**config.mk**
```make
export PLATFORM = sky130hd
export DESIGN_NAME = name_based_uuid_v5_generator
export DESIGN_NICKNAME = d
export VERILOG_FILES = /design/src/hw/rtl/uuid5_pkg.sv /design/src/hw/rtl/uuid5_ctrl.sv /design/src/hw/rtl/uuid5_dp.sv /design/src/hw/rtl/name_based_uuid_v5_generator.sv
export VERILOG_INCLUDE_DIRS = /design/src /design/src/hw/rtl
export SDC_FILE = /design/constraint.sdc
export NUM_CORES = 2
export LEC_CHECK = 0
export BUFFER_PORTS_ARGS = -buffer_cell sky130_fd_sc_hd__buf_2
export CAP_MARGIN = 20
export CORE_UTILIZATION = 60
export DETAILED_ROUTE_END_ITERATION = 6
export HOLD_SLACK_MARGIN = 0.05
export PLACE_DENSITY_LB_ADDON = 0.12
export SYNTH_ARGS = -nofsm -noshare
export SYNTH_HDL_FRONTEND = slang
export SYNTH_SLANG_ARGS = --single-unit
```
**constraint.sdc**
```tcl
create_clock -name clk -period 16.12 [get_ports clk]
set_input_delay 3.224 -clock clk [delete_from_list [all_inputs] [get_ports clk]]
set_output_delay 3.224 -clock clk [all_outputs]
set_load 0.01 [all_outputs]
```
**src/hw/rtl/name_based_uuid_v5_generator_macros.svh**
```systemverilog
// Assertion helpers for the RTL.
`ifndef NAME_BASED_UUID_V5_GENERATOR_MACROS_SVH
`define NAME_BASED_UUID_V5_GENERATOR_MACROS_SVH

// Same-cycle implication, checked out of reset.
`define UUID5_ASSERT_NOW(label, clk, rst_n, ante, cons) \
	label: assert property (@(posedge clk) disable iff (!rst_n) (ante) |-> (cons)) \
		else $error("uuid5 check failed");

// Next-cycle implication, checked out of reset.
`define UUID5_ASSERT_NEXT(label, clk, rst_n, ante, cons) \
	label: assert property (@(posedge clk) disable iff (!rst_n) (ante) |=> (cons)) \
		else $error("uuid5 check failed");

`endif

```
**src/hw/rtl/uuid5_pkg.sv**
```systemverilog
`timescale 1ns / 1ps
package uuid5_pkg;

	typedef struct packed {
		logic [7:0] name_byte;
		logic       byte_valid;
		logic       last_byte;
	} name_in_t;

	typedef struct packed {
		logic [63:0] uuid_high;
		logic [63:0] uuid_low;
	} uuid_out_t;

	// config register indexes
	localparam int unsigned CFG_IDX_W = 1;
	localparam logic [CFG_IDX_W-1:0] REG_NS_HIGH = 1'd0;
	localparam logic [CFG_IDX_W-1:0] REG_NS_LOW  = 1'd1;

	// byte source select for absorb
	localparam logic [2:0] BSEL_NS   = 3'd0;
	localparam logic [2:0] BSEL_NAME = 3'd1;
	localparam logic [2:0] BSEL_PAD  = 3'd2;
	localparam logic [2:0] BSEL_ZERO = 3'd3;
	localparam logic [2:0] BSEL_LEN  = 3'd4;

	localparam logic [6:0] LAST_ROUND = 7'd79;

	localparam logic [31:0] H0 = 32'h67452301;
	localparam logic [31:0] H1 = 32'hEFCDAB89;
	localparam logic [31:0] H2 = 32'h98BADCFE;
	localparam logic [31:0] H3 = 32'h10325476;
	localparam logic [31:0] H4 = 32'hC3D2E1F0;

	localparam logic [31:0] K0 = 32'h5A827999;
	localparam logic [31:0] K1 = 32'h6ED9EBA1;
	localparam logic [31:0] K2 = 32'h8F1BBCDC;
	localparam logic [31:0] K3 = 32'hCA62C1D6;

	typedef struct packed {
		logic       item_load;
		logic       ns_load;
		logic       absorb;
		logic [2:0] bsel;
		logic       len_load;
		logic       round_en;
		logic [6:0] round;
		logic       chain_add;
		logic       msg_restart;
		logic       out_load;
	} uuid5_cmd_t;

	typedef struct packed {
		logic [5:0] pos;
		logic       item_valid;
		logic       item_last;
	} uuid5_stat_t;

endpackage

```
**src/hw/rtl/uuid5_ctrl.sv**
```systemverilog
`timescale 1ns / 1ps
module uuid5_ctrl (
	input  logic                  clk,
	input  logic                  arst_n,
	input  logic                  in_valid,
	output logic                  in_ready,
	output logic                  out_valid,
	input  logic                  out_ready,
	input  uuid5_pkg::uuid5_stat_t stat,
	output uuid5_pkg::uuid5_cmd_t  cmd
);
	import uuid5_pkg::*;

	localparam logic [3:0] S_IDLE   = 4'd0;
	localparam logic [3:0] S_PREFIX = 4'd1;
	localparam logic [3:0] S_NAME   = 4'd2;
	localparam logic [3:0] S_PAD80  = 4'd3;
	localparam logic [3:0] S_PADZ   = 4'd4;
	localparam logic [3:0] S_LEN    = 4'd5;
	localparam logic [3:0] S_ROUND  = 4'd6;
	localparam logic [3:0] S_FINAL  = 4'd7;
	localparam logic [3:0] S_DONE   = 4'd8;

	logic [3:0] state_q, state_d, ret_q, ret_d, go;
	logic [3:0] cnt_q, cnt_d;
	logic [6:0] round_q, round_d;
	logic       prefix_q, prefix_d;
	logic       oval_q, oval_d;
	logic       take;

	assign in_ready  = (state_q == S_IDLE);
	assign out_valid = oval_q;

	always_comb begin
		cmd      = '0;
		state_d  = state_q;
		ret_d    = ret_q;
		cnt_d    = cnt_q;
		round_d  = round_q;
		prefix_d = prefix_q;
		oval_d   = oval_q & ~out_ready;
		take     = 1'b0;
		go       = state_q;
		cmd.round = round_q;
		unique case (state_q)
			S_IDLE: begin
				if (in_valid) begin
					cmd.item_load = 1'b1;
					cnt_d = '0;
					if (prefix_q) begin
						state_d = S_NAME;
					end else begin
						cmd.ns_load = 1'b1;
						state_d = S_PREFIX;
					end
				end
			end
			S_PREFIX: begin
				take = 1'b1;
				cmd.bsel = BSEL_NS;
				cnt_d = cnt_q + 4'd1;
				if (cnt_q == 4'd15) begin
					prefix_d = 1'b1;
					go = S_NAME;
				end
			end
			S_NAME: begin
				go = stat.item_last ? S_PAD80 : S_IDLE;
				if (stat.item_valid) begin
					take = 1'b1;
					cmd.bsel = BSEL_NAME;
				end else begin
					state_d = go;
				end
			end
			S_PAD80: begin
				take = 1'b1;
				cmd.bsel = BSEL_PAD;
				cmd.len_load = 1'b1;
				go = S_PADZ;
			end
			S_PADZ: begin
				if (stat.pos == 6'd56) begin
					cnt_d = '0;
					state_d = S_LEN;
				end else begin
					take = 1'b1;
					cmd.bsel = BSEL_ZERO;
				end
			end
			S_LEN: begin
				take = 1'b1;
				cmd.bsel = BSEL_LEN;
				cnt_d = cnt_q + 4'd1;
				if (cnt_q == 4'd7) go = S_DONE;
			end
			S_ROUND: begin
				cmd.round_en = 1'b1;
				round_d = round_q + 7'd1;
				if (round_q == LAST_ROUND) state_d = S_FINAL;
			end
			S_FINAL: begin
				cmd.chain_add = 1'b1;
				state_d = ret_q;
			end
			S_DONE: begin
				if (!oval_q || out_ready) begin
					cmd.out_load = 1'b1;
					cmd.msg_restart = 1'b1;
					prefix_d = 1'b0;
					oval_d = 1'b1;
					state_d = S_IDLE;
				end
			end
			default: state_d = S_IDLE;
		endcase
		// a full block triggers compression, then resumes at go
		if (take) begin
			cmd.absorb = 1'b1;
			if (stat.pos == 6'd63) begin
				ret_d   = go;
				round_d = '0;
				state_d = S_ROUND;
			end else begin
				state_d = go;
			end
		end
	end

	always_ff @(posedge clk or negedge arst_n) begin
		if (!arst_n) begin
			state_q  <= S_IDLE;
			ret_q    <= S_IDLE;
			cnt_q    <= '0;
			round_q  <= '0;
			prefix_q <= 1'b0;
			oval_q   <= 1'b0;
		end else begin
			state_q  <= state_d;
			ret_q    <= ret_d;
			cnt_q    <= cnt_d;
			round_q  <= round_d;
			prefix_q <= prefix_d;
			oval_q   <= oval_d;
		end
	end

endmodule

```
**src/hw/rtl/uuid5_dp.sv**
```systemverilog
`timescale 1ns / 1ps
module uuid5_dp (
	input  logic                   clk,
	input  logic                   arst_n,
	input  uuid5_pkg::name_in_t    in_word,
	input  logic [63:0]            ns_high,
	input  logic [63:0]            ns_low,
	input  uuid5_pkg::uuid5_cmd_t  cmd,
	output uuid5_pkg::uuid5_stat_t stat,
	output uuid5_pkg::uuid_out_t   out_word
);
	import uuid5_pkg::*;

	name_in_t     item_q;
	logic [127:0] ns_q;
	logic [63:0]  len_q;
	logic [63:0]  msg_q;
	logic [511:0] blk_q;
	logic [31:0]  h_q [5];
	logic [31:0]  a_q, b_q, c_q, d_q, e_q;
	uuid_out_t    out_q;

	logic [7:0]  bval;
	logic [31:0] f, k, tmp, wnew, sched;

	assign stat.pos        = msg_q[5:0];
	assign stat.item_valid = item_q.byte_valid;
	assign stat.item_last  = item_q.last_byte;
	assign out_word        = out_q;

	always_comb begin
		unique case (cmd.bsel)
			BSEL_NS:   bval = ns_q[127:120];
			BSEL_NAME: bval = item_q.name_byte;
			BSEL_PAD:  bval = 8'h80;
			BSEL_LEN:  bval = len_q[63:56];
			default:   bval = 8'h00;
		endcase
	end

	// window of 16 schedule words; word i sits at [511-32i -: 32]
	assign sched = blk_q[511:480] ^ blk_q[447:416] ^ blk_q[255:224] ^ blk_q[95:64];
	assign wnew  = {sched[30:0], sched[31]};

	always_comb begin
		if (cmd.round < 7'd20) begin
			f = (b_q & c_q) | (~b_q & d_q);
			k = K0;
		end else if (cmd.round < 7'd40) begin
			f = b_q ^ c_q ^ d_q;
			k = K1;
		end else if (cmd.round < 7'd60) begin
			f = (b_q & c_q) | (b_q & d_q) | (c_q & d_q);
			k = K2;
		end else begin
			f = b_q ^ c_q ^ d_q;
			k = K3;
		end
		tmp = {a_q[26:0], a_q[31:27]} + f + e_q + k + blk_q[511:480];
	end

	always_ff @(posedge clk or negedge arst_n) begin
		if (!arst_n) begin
			msg_q  <= '0;
			h_q[0] <= H0;
			h_q[1] <= H1;
			h_q[2] <= H2;
			h_q[3] <= H3;
			h_q[4] <= H4;
		end else begin
			if (cmd.msg_restart) begin
				msg_q  <= '0;
				h_q[0] <= H0;
				h_q[1] <= H1;
				h_q[2] <= H2;
				h_q[3] <= H3;
				h_q[4] <= H4;
			end else begin
				if (cmd.absorb) msg_q <= msg_q + 64'd1;
				if (cmd.chain_add) begin
					h_q[0] <= h_q[0] + a_q;
					h_q[1] <= h_q[1] + b_q;
					h_q[2] <= h_q[2] + c_q;
					h_q[3] <= h_q[3] + d_q;
					h_q[4] <= h_q[4] + e_q;
				end
			end
		end
	end

	always_ff @(posedge clk) begin
		if (cmd.item_load) item_q <= in_word;
		if (cmd.ns_load) ns_q <= {ns_high, ns_low};
		else if (cmd.absorb && cmd.bsel == BSEL_NS) ns_q <= {ns_q[119:0], 8'h00};
		if (cmd.len_load) len_q <= {msg_q[60:0], 3'b000};
		else if (cmd.absorb && cmd.bsel == BSEL_LEN) len_q <= {len_q[55:0], 8'h00};
		if (cmd.absorb) blk_q <= {blk_q[503:0], bval};
		else if (cmd.round_en) blk_q <= {blk_q[479:0], wnew};
		if (cmd.absorb && msg_q[5:0] == 6'd63) begin
			a_q <= h_q[0];
			b_q <= h_q[1];
			c_q <= h_q[2];
			d_q <= h_q[3];
			e_q <= h_q[4];
		end else if (cmd.round_en) begin
			e_q <= d_q;
			d_q <= c_q;
			c_q <= {b_q[1:0], b_q[31:2]};
			b_q <= a_q;
			a_q <= tmp;
		end
		if (cmd.out_load) begin
			out_q.uuid_high <= {h_q[0], h_q[1][31:16], 4'h5, h_q[1][11:0]};
			out_q.uuid_low  <= {2'b10, h_q[2][29:0], h_q[3]};
		end
	end

endmodule

```
**src/hw/rtl/name_based_uuid_v5_generator.sv**
```systemverilog
`timescale 1ns / 1ps
// Version 5 (SHA-1, name-based) UUID generator. Load the namespace UUID in
// network order into namespace_high/namespace_low through the cfg port, then
// stream the name one byte per word on the input channel; flag the final word
// with last_byte (a word with byte_valid low and last_byte high ends an empty
// name). The namespace is sampled at the first word of each name. The UUID
// comes out as one word, canonical byte order, version 5 and variant 10 set.
// Each name word is accepted, then absorbed; the first word of a name also
// absorbs the namespace bytes before it; every full 64-byte block runs the
// SHA-1 round loop (one round per cycle) and then the chain add. Closing a
// name absorbs the padding and length bytes, ends the zero fill and loads the
// UUID, with one or two compressions along the way. The next name word is
// taken while the UUID waits downstream; a name that closes while an earlier
// UUID is still unaccepted holds in the load step until that UUID leaves.
`include "name_based_uuid_v5_generator_macros.svh"
module name_based_uuid_v5_generator (
	input  logic                            clk,
	input  logic                            arst_n,
	input  logic                            in_valid,
	output logic                            in_ready,
	input  uuid5_pkg::name_in_t             in_word,
	output logic                            out_valid,
	input  logic                            out_ready,
	output uuid5_pkg::uuid_out_t            out_word,
	input  logic                            cfg_we,
	input  logic [uuid5_pkg::CFG_IDX_W-1:0] cfg_index,
	input  logic [63:0]                     cfg_data
);
	import uuid5_pkg::*;

	logic [63:0] ns_high_q, ns_low_q;
	uuid5_cmd_t  cmd;
	uuid5_stat_t stat;

	// namespace registers
	always_ff @(posedge clk or negedge arst_n) begin
		if (!arst_n) begin
			ns_high_q <= '0;
			ns_low_q  <= '0;
		end else if (cfg_we) begin
			unique case (cfg_index)
				REG_NS_HIGH: ns_high_q <= cfg_data;
				REG_NS_LOW:  ns_low_q  <= cfg_data;
				default: ;
			endcase
		end
	end

	uuid5_ctrl u_ctrl (
		.clk       (clk),
		.arst_n    (arst_n),
		.in_valid  (in_valid),
		.in_ready  (in_ready),
		.out_valid (out_valid),
		.out_ready (out_ready),
		.stat      (stat),
		.cmd       (cmd)
	);

	uuid5_dp u_dp (
		.clk      (clk),
		.arst_n   (arst_n),
		.in_word  (in_word),
		.ns_high  (ns_high_q),
		.ns_low   (ns_low_q),
		.cmd      (cmd),
		.stat     (stat),
		.out_word (out_word)
	);

	`UUID5_ASSERT_NOW(a_version, clk, arst_n, out_valid, out_word.uuid_high[15:12] == 4'h5)
	`UUID5_ASSERT_NOW(a_variant, clk, arst_n, out_valid, out_word.uuid_low[63:62] == 2'b10)
	`UUID5_ASSERT_NEXT(a_one_item, clk, arst_n, in_valid && in_ready, !in_ready)

endmodule
```
# == Yosys cells after proc, flatten, opt, wreduce, memory -nomap -nowiden ==
# Cells that the tools add are included.
# word_totals
register_bits,1366
inputBits,80
out_inout_bits,130
elab_cells,173
# op_classes
bitwise_logic,16
muxes,66
add_sub_neg,12
n_lt_le_gt_ge,3
n_reduce_logical,23
n_eq_ne,26
# ops
operator,n
512-bit 2-to-1 mux,2
32-bit 2-to-1 mux,15
160-bit 2-to-1 mux,2
32-bit adder,9
128-bit 2-to-1 mux,2
64-bit 2-to-1 mux,4
32-bit bitwise XOR,5
32-bit bitwise AND,4
32-bit bitwise OR,3
"64-bit by 1-bit adder with 64-bit output, second input constant",1
4-bit 2-to-1 mux,11
32-bit NOT,1
8-bit one-hot mux with 4 select lines,1
31-bit 2-to-1 mux,1
4-bit one-hot mux with 7 select lines,1
7-bit 2-to-1 mux,3
"4-bit by 3-bit equality test with 1-bit output, second input constant",5
4-bit one-hot mux with 4 select lines,1
"7-bit by 6-bit less-than comparator with 1-bit output, second input constant",2
2-bit 2-to-1 mux,7
2-bit nonzero test,7
"6-bit equality test, second input constant",2
1-bit 2-to-1 mux,12
3-bit one-hot mux with 4 select lines,1
other kinds (31),44

# == Longest topological paths before layout ==
# logic_depth
ltp_word,12
ltp_mapped,27
ltp_nobuf,25

# == Modules after synthesis ==
# From an unflattened synthesis, not the netlist that was laid out.
# unflattened
cells_unflattened,5313
hier_area_um2,69355.3
# modules_own_cells
mod,area_each_um2,n_inst,cells_per_inst
uuid5_dp,62795.2,1,4889
name_based_uuid_v5_generator,5131.2,1,271
uuid5_ctrl,1428.9,1,153

# == Least setup slack after synthesis ==
# Ideal clock, no wire load.
# synth_timing
kind,reg-to-reg
startpoint,reg u_dp.msg_q[0]
endpoint,"reg u_dp.blk_q[0], enable pin"
n_path_buf,3
arrival_time_ps,10233
required_ps,12448
synth_period_minus_slack_ps,13905
slack_ps,2215
path_stages_with_launch,10
path_cell_list,dfrtp_1 inv_1 ha_1 a41oi_1 nor2_1 or2_2 clkbuf_1 clkbuf_1 clkbuf_1 nand2_1
# synth_via
elab_chain_len,5
# synth_rtl
item,line_no,text
from (decl),uuid5_dp.sv:17,logic [63:0] msg_q;
from (signal assigned),uuid5_dp.sv:79,if (cmd.absorb) msg_q <= msg_q + 64'd1;
6-bit equality test,uuid5_ctrl.sv:83,if (stat.pos == 6'd56) begin
1-bit 2-to-1 mux,uuid5_ctrl.sv:83,
1-bit one-hot mux with 3 select lines,uuid5_ctrl.sv:45,unique case (state_q)
1-bit 2-to-1 mux,uuid5_ctrl.sv:118,if (take) begin
2-bit nonzero test (no source line),--,
to (signal assigned),uuid5_dp.sv:97,"if (cmd.absorb) blk_q <= {blk_q[503:0], bval};"
to (signal assigned),uuid5_dp.sv:98,"else if (cmd.round_en) blk_q <= {blk_q[479:0], wnew};"
to (decl),uuid5_dp.sv:18,logic [511:0] blk_q;
# Every way passes these cells.
# A chain may end at the register's enable or synchronous reset.

# == Final worst setup path ==
# layout_timing
startpoint,reg u_ctrl.round_q[4]
endpoint,reg u_dp.a_q[31] (data pin)
# layout_via
elab_chain_len,10
# layout_rtl
item,line_no,text
from (decl),uuid5_ctrl.sv:26,"logic [6:0] round_q, round_d;"
from (signal assigned),uuid5_ctrl.sv:142,round_q <= round_d;
7-bit by 6-bit less-than comparator with 1-bit output,uuid5_dp.sv:52,end else if (cmd.round < 7'd60) begin
32-bit 2-to-1 mux,uuid5_dp.sv:52,
32-bit 2-to-1 mux,uuid5_dp.sv:49,end else if (cmd.round < 7'd40) begin
32-bit 2-to-1 mux,uuid5_dp.sv:46,if (cmd.round < 7'd20) begin
32-bit adder (2 in series),uuid5_dp.sv:59,"tmp = {a_q[26:0], a_q[31:27]} + f + e_q + k + blk_q[511:480];"
32-bit adder * (2 in series),uuid5_dp.sv:59,
32-bit 2-to-1 mux *,uuid5_dp.sv:105,end else if (cmd.round_en) begin
32-bit 2-to-1 mux *,uuid5_dp.sv:99,if (cmd.absorb && msg_q[5:0] == 6'd63) begin
to (signal assigned),uuid5_dp.sv:100,a_q <= h_q[0];
to (signal assigned),uuid5_dp.sv:110,a_q <= tmp;
to (decl),uuid5_dp.sv:20,"logic [31:0] a_q, b_q, c_q, d_q, e_q;"
# Every way passes the cells marked *; elsewhere a longest branch is shown, timed or not. The select of a mux whose other input is x is not followed.

==> summary.md <==
| Metric | Value |
|---|---|
| CP max stage cell | fa_1 |
| CP endpoint kind | register |
| Die width | 341.0 um |
| Family with the most delay on the worst path | compound AO/OA/AOI/OAI gates |
| Status | completed |
| Reg2Reg Depth | 26 |
| Critical path buffers and inverters | 6 |
| Core Util, Final | ~67% |
| Largest net degree at the start of global routing | between 200 and 300 |
| DRT iter0 DRCs | around 4,700 |
| Critical Path Sink | u_dp.a_q[31] |
| Routed via count | 48,265 |
| Fin crit share | roughly 42% |
| Synth unique cells | 99 |
| CP Launch Point | u_ctrl.round_q[4] |
| Finish-stage setup viols | 0 |
| Clock Path Buffers | 3 |
| CTS Hold Buffers Added | 0 |
| Placeable Area | roughly 0.11 mm^2 |
| Number of flops mapped to enable cells by yosys | 993 |
| Clk_lat worst skew | approximately 0.8 ns |
| Die H | 341.0 um |
| Final min period | 6.841 ns |
| Syn avg cell area | 10.40 um^2 |
| CP max FO | 35 |
| Setup TNS | 0 ns |
| Yosys warnings | 0 |
| Vias in the first global route | between 40,000 and 50,000 |
| Grt ovf | 0 |
| Clock-pin transition on the worst setup and hold timing paths | ~0.06 ns |
| Slew at the pin closest to its max-slew limit | approximately 1.1 ns |
| Critical path's largest stage delay | 0.49 ns |
| Critical path type | register to register |
| Hold WC Path Type | register to register |
| CTS Buf Count | roughly 140 |
| Worst R2R End | u_dp.a_q[31] |
| Synth Register Bits | between 1,000 and 1,500 |
| Max-slew violations | 0 |
| Startpoint class of the critical path | register |
| Seq/Total Area, Yosys | between 50% and 60% |
| Worst Path Arrival | roughly 7.3 ns |
| # H-tree levels | 4 |
| Port-buffer cells | 203 |
| Slew HR | between 20 and 25% |
| Placer Congestion | between 0.9 and 1 |
| Vias per inst | 5.769 |
| Ys flop type | edfxtp_1 |
| Die area | about 0.12 mm^2 |
| CTS tree | built |
| Pre-antenna DRT Iters | 6 |
| Share of post-route cells with drive strength above 1 | between 10% and 20% |
| Clock skew | ~0.035 ns |
| Commonest non-fill, non-tap cell in the layout | nand2_1 |
| Starting Density | 60.87% |
| Clk sinks | 1,363 |
| # Max-Cap Violations | 0 |
| Routed WL | between 150,000 and 200,000 um |
| IO Pins | between 200 and 250 |
| Std-Cell Rows | 123 |
| CP Data Required Time | ~17 ns |
| R2R Setup Slk | roughly 9.3 ns |
| Antenna viol nets, final | 0 |
| First-pass GRT wire length | 266,800 um |
| Asr flop ratio synth | a little over a quarter |
| DR WL/cell | 20.46 um |
| Final HPWL DP | between 100,000 and 150,000 um |
| Final nets | 7,169 |
| Gate Count Post-Synth | between 6,000 and 7,000 |
| F_max | 146.2 MHz |
| DRC viols | 0 |
| Initial antenna violation count | 10 |
| Tot GR Track Use | 29.75% |
| RSZ-0062 raised after global routing | false |
| Area Overhead vs Synth | 10.32% |
| Levels on crit path | 26 |
| Resized Gates After CTS | 0 |
| Cell area after synthesis | about 0.069 mm^2 |
| Final hold violation count | 0 |
| R2r startpoint | u_ctrl.round_q[4] |
| Clock root cell | clkbuf_16 |
| Commonest non-fill, non-tap cells in the layout | 2,355 x nand2_1, 993 x edfxtp_1, 297 x o21ai_0 |
| Setup bufs post-CTS | 0 |
-- state kept, by name, summed over array words and instances (netlist names), 32 cells and up --
register and flops:
u_dp.ns_q 128, u_dp.a_q 32, u_dp.h_q 160, u_dp.out_word 122
ns_low_q 64, u_dp.blk_q 512, u_dp.b_q 32, u_dp.d_q 32
ns_high_q 64, u_dp.c_q 32, u_dp.len_q 61, u_dp.msg_q 61
u_dp.e_q 32
-- cell type report --
cell class / instances / area [um^2]
fill: 8849 / 37210
inverter: 211 / 799.5
sequential: 1363 / 39180
antenna: 6 / 15.01
tap: 1500 / 1877
clock buffer: 200 / 3995
clock inverter: 65 / 793.3
multi-input combinational: 4770 / 27980
timing repair buffer: 251 / 1421
-- tightest hold or removal path: cells and delay by family, from the launching register on --
kind | cells | cell delay [ns]
flops | 1 | 0.35
simple gates | 2 | 0.11
-- metal layers --
layer | track usage, % | up-vias | share of wire, %
met5 | 0 | - | 0.0076
met4 | 14.10 | 2 | 4.9
met3 | 4.523 | 368 | 5.8
met2 | 47.74 | 1485 | 47
met1 | 40.02 | 23572 | 42
li1 | - | 22838 | -
-- synthesized netlist by cell type, types with 8 or more instances --
master,count,area share (%)
o21ai_0,297,2.2
and2_1,28,0.25
nor2b_1,46,0.42
o32ai_1,20,0.25
nand2b_1,40,0.36
o31ai_1,15,0.16
o21a_1,24,0.26
ha_1,224,4.1
nand3_1,88,0.64
nor4_1,15,0.14
fa_1,124,3.6
a31oi_1,21,0.19
nor2_1,281,1.5
nor3_1,79,0.57
o21bai_1,19,0.21
mux2i_1,8,0.12
xor2_1,129,1.6
a21o_1,68,0.74
a21oi_1,228,1.7
dfstp_2,80,3.0
buf_1,10,0.054
edfxtp_1,993,43
nand2_1,2361,13
o211ai_1,11,0.12
mux2_2,182,3.0
or2_2,9,0.082
clkbuf_1,253,1.4
and4_1,8,0.10
xnor2_1,178,2.3
inv_1,210,1.1
o21ai_1,11,0.080
nand4_1,26,0.24
and3_1,20,0.18
buf_2,17,0.12
o22ai_1,12,0.11
or3_1,20,0.18
a211oi_1,27,0.29
dfrtp_1,290,11
-- how the worst min path moves through the flow --
| stage | from | end | cells past startpoint |
|---|---|---|---|
| after floorplan | u_ctrl.ret_q[2] | u_ctrl.ret_q[2] | 2 |
| after global placement | u_ctrl.ret_q[3] | u_ctrl.ret_q[3] | 2 |
| after detailed placement | u_ctrl.ret_q[2] | u_ctrl.ret_q[2] | 2 |
| after CTS | u_ctrl.ret_q[2] | u_ctrl.ret_q[2] | 2 |
| after global routing | u_ctrl.ret_q[2] | u_ctrl.ret_q[2] | 2 |
| final | u_ctrl.ret_q[2] | u_ctrl.ret_q[2] | 2 |
-- logic make-up after synthesis --
kind of cell	Yosys count	synth area share, %
compound gates	873	7.889
xor+xnor	307	3.900
fa+ha+maj	348	7.666
buf+inv	497	2.769
flops	1363	56.83
mux	190	3.089
other cells	2	0.01089
simple gates	3046	17.85
-- per-stage QoR --
step	worst slack (ns)	std cells	instance area [um^2]	hold slack, ns
global route	8.883	8363	76050	0.5005
finish	9.279	8366	76060	0.4846
CTS	9.353	8359	76040	0.4890
global placement	9.461	8094	71250	0.4659
detailed placement	9.391	8094	71250	0.4745
floorplan	2.215	6630	68960	0.4461
Power is left out: the tool's default activity adds up to more than one toggle a clock period on the data nets, which glitch-free logic cannot reach.
